`src/rtl/core/dls_ram.sv`:
```
module dls_ram #(
  parameter int WIDTH = 32,
  parameter int DEPTH = 32
) (
  input  logic                                 clk,
  input  logic                                 we,
  input  logic [(DEPTH > 1 ? $clog2(DEPTH) : 1)-1:0] waddr,
  input  logic [WIDTH-1:0]                     wdata,
  input  logic [(DEPTH > 1 ? $clog2(DEPTH) : 1)-1:0] raddr,
  output logic [WIDTH-1:0]                     rdata
);

  logic [WIDTH-1:0] mem [DEPTH];

  always_ff @(posedge clk) begin
    if (we) begin
      mem[waddr] <= wdata;
    end
    rdata <= mem[raddr];
  end

endmodule

```
`config.mk`:
```
export PLATFORM = sky130hd
export DESIGN_NAME = dls_ram
export DESIGN_NICKNAME = d
export VERILOG_FILES = /design/src/rtl/core/dls_ram.sv
export SDC_FILE = /design/constraint.sdc
export NUM_CORES = 1
export LEC_CHECK = 0
export BUFFER_PORTS_ARGS = -buffer_cell sky130_fd_sc_hd__buf_4
export CAP_MARGIN = 20
export CORE_UTILIZATION = 62
export CTS_CLUSTER_DIAMETER = 30
export DETAILED_ROUTE_END_ITERATION = 8
export PLACE_DENSITY = 0.79
export REMOVE_ABC_BUFFERS = 1
export SLEW_MARGIN = 20
export SYNTH_ARGS = -nofsm -noshare
export SYNTH_HDL_FRONTEND = slang
export SYNTH_SLANG_ARGS = --single-unit
```
`constraint.sdc`:
```
create_clock -name clk -period 3.4 [get_ports clk]
set_input_delay 0.68 -clock clk [delete_from_list [all_inputs] [get_ports clk]]
set_output_delay 0.68 -clock clk [all_outputs]
set_load 0.01 [all_outputs]
```
# Yosys cells after proc, flatten, opt, wreduce, memory -nomap -nowiden
# Memory sizes are Yosys's and may differ from the RTL's. A register that Yosys moved wholly into a read port is not among the register bits.
# Cells that the tools add are included.
# totals
ramBits,1024
out_inout_bits,32
memories,1
regBits,0
# classes
mux,2
# memory_table
memory,depth,word_bits,read_ports,rd_ports_with_merged_regs,write_ports,line_no,text
mem,32,32,1,1,1,13,logic [WIDTH-1:0] mem [DEPTH];
# op_table
cell,count
$mux 1,2

# Longest topological paths before layout
# depth
word_depth,2
ltp_mapped,8

# Least setup slack after synthesis
# Ideal clock, no wire load.
# synth_path
path_type,input-to-reg
start,input port waddr[1] in the netlist's numbering
end,memory mem[12][0] (enable)
t_arrival_ns,2.693
t_required_ns,2.979
path_slack_ns,0.286
cell_stages,3
setup_time_ns,0.421
n_path_buf,1
cell_sequence,or3b_2 > clkbuf_1 > nor2_1
# synth_lines
item,line_no,text
from (decl),7,"input logic [(DEPTH > 1 ? $clog2(DEPTH) : 1)-1:0] waddr,"
to (decl),13,
# Straight into the memory's write port.

# Worst setup path after layout
# layout_path
start,register rdata[9] (read register of mem)
end,output port rdata[9]
# layout_lines
item,line_no,text
from (decl),10,output logic [WIDTH-1:0] rdata
# No word-level cell between the ends.

==> summary.txt <==
Root buf cell -> clkbuf_16
Antenna viol nets, final -> 0
PostCTS Resize Cnt -> 0
Final worst path period share -> 60.37%
Critical path's largest stage delay -> 0.45 ns
WP buf/inv -> 1
GR Overflow Total -> 0
CTS Hold Bufs -> 0
EDFF count, synth -> 1024
Routability congestion estimate -> 0.8307
Pwr dens -> 672.1 nW/um^2
Via Count -> 22770
Crit path time final -> 2.053 ns
Syn Inst Count -> 2260
Measured slew at the worst slew-check pin -> 0.9065 ns
Final WS setup -> 1.347 ns
Worst Hold Class -> input pin to flip-flop
Worst vdd ir -> 0.5621 mV
Yosys top cell area share -> 75.95%
Slew HR -> 39.57%
Drt via density -> 6.601
Largest cells by area after synthesis -> edfxtp_1 (76%), mux2i_1 (13%), a22oi_1 (1.8%)
Cells along the critical path -> buf_4
Final core utilization -> 74.89%
CP max-delay cell -> dfxtp_1
Pre-CTS setup slack -> 0.7018 ns
RSZ-0062 raised after global routing -> false
CP delay by family, top -> flip-flops
Final setup vio count -> 0
Syn avg cell area -> 17.91 um^2
Die Ht -> 257.5 um
Setup TNS -> 0 ns
Synth Cell Area -> 40490 um^2
CTS Buf Count -> 156
Largest net degree at the start of global routing -> 68
Drt total wl -> 100700 um
Dominant synthesized flop cell -> edfxtp_1
Achievable Freq -> 0.4872 GHz
Die width -> 257.5 um
Initial antenna violation count -> 1
Post-synthesis sequential area ratio -> 77.54%
First-pass GRT wire length -> 147200 um
Max Cap Viol -> 0
Critical path capture point type -> primary output
CTS H-tree depth -> 4
Synth warnings -> 0
Critical path class -> flip-flop to primary output
Worst min-delay path startpoint -> wdata[12]
Vias in the first global route -> 23260
Crit path depth -> 1
Fin cells -> 3450
Setup crit start kind -> flip-flop
Worst path required time -> 2.72 ns
Status -> complete, no violations
Clk_skew -> 0.02564 ns
Tot Pwr -> 32.44 mW
Clock tree buffer depth -> 3
Clk pin slew, worst setup/hold paths -> 0.06 ns
TritonCTS clock tree -> yes
Final Hold Fails -> 0
Port Buf Inserts -> 75
Pre-antenna DRT Iters -> 5
Dpl hpwl -> 50560 um
Drt wl/cell -> 29.20 um
Fillers -> 3440
Worst-skew pair later-pin latency -> 0.75 ns
Slew Limit Fails -> 0
Nets@finish -> 2502
Layout cells sized above 1 -> 18.27%
Flip-flop and latch count after synthesis -> 1056
Hold path cells -> 1
I/O pin total -> 76
Post-CTS setup repair buffer count -> 0
Inst Count DP -> 3155
R2R depth -> 5
GRT Total Usage -> 30.65%
Core area -> 64460 um^2
Critical path arrival -> 1.37 ns
# DRC -> 0
Leakage -> 17.16 nW
CTS sink cnt -> 1056
CP max FO -> 1
Initial drt markers -> 2908
Area leader, netlist -> edfxtp_1
Full die area -> 66320 um^2
Layout area overhead -> 19.24%
CP startpoint -> rdata[9]
Initial Utilization -> 62.80%
RR Startpoint -> mem[5][25]
Post-synthesis cell type count -> 25
# rows -> 93
FFs w/ async S/R, synth -> 0%
[cell type report]
cell class                 instances  area (um^2)  share of cell area (%)
clock inverter                   118         1449                   3.001
clock buffer                     176         4030                   8.348
sequential                      1056        31390                   65.02
antenna                            1        2.502                0.005184
multi-input combinational       1077         8610                   17.83
tap                              855         1070                   2.216
timing repair buffer             167         1724                   3.572
[cell usage in the layout (no fill, tap or decap), drive strengths merged, types with 2 or more instances in the layout]
master,synthesis,final
a21oi,96,96
a22o,64,64
a22oi,96,96
a31oi,32,32
buf,79,167
bufinv,0,19
clkbuf,48,176
clkinv,0,45
clkinvlp,0,20
dfxtp,32,32
edfxtp,1024,1024
inv,0,34
mux2i,512,512
nand2,98,98
nand2b,2,2
nand3,98,98
nand3b,5,5
nor2,34,34
nor3,32,32
or3b,3,3
[cell usage after synthesis (2+ instances only)]
master,number
nand2_1,98
buf_2,26
dfxtp_1,32
a21oi_1,96
nand2b_1,2
clkbuf_1,46
nor2_1,34
buf_6,15
buf_1,5
or3b_2,3
edfxtp_1,1024
a22oi_1,96
clkbuf_4,2
nand3b_1,5
nor3_1,32
a22o_1,64
buf_4,33
mux2i_1,512
a31oi_1,32
nand3_1,98
[report_power, final]
part | leakage [nW] | internal [mW] | total [mW] | switching (mW)
Clock | 2.62 | 10.2 | 16.5 | 6.24
Sequential | 9.49 | 14.5 | 14.6 | 0.0703
Combinational | 5.04 | 0.503 | 1.43 | 0.925
[registers in the layout, indices dropped and copies added, names as in the netlist]
signal and cells:
mem 1024, rdata 32
[per-stage QoR]
step | hold slack [ns] | area, um^2
after floorplan | 0.5537 | 39730
after global placement | 0.5837 | 42770
after detailed placement | 0.5875 | 42790
after CTS | 0.2977 | 48270
after global routing | 0.3152 | 48270
final | 0.3337 | 48280
[per-layer routing]
metal  global-route usage, %  share of wire, %
met5                       0             0.012
met4                   12.41               3.7
met3                   7.725                12
met2                   48.27                48
met1                   41.40                37
[kinds of logic after synthesis]
family | synth area share (%)
buf+inv | 1.860
mux | 12.66
simple gates | 3.100
compound gates | 4.846
flops | 77.53
[final timing paths]
check,slack (ns),endpoint
min,0.33,mem[11][12]
min reg2reg,0.60,rdata[16]
max reg2reg,1.84,rdata[25]
max,1.35,rdata[9]
Note: power is estimated with default switching activity, not from simulation.
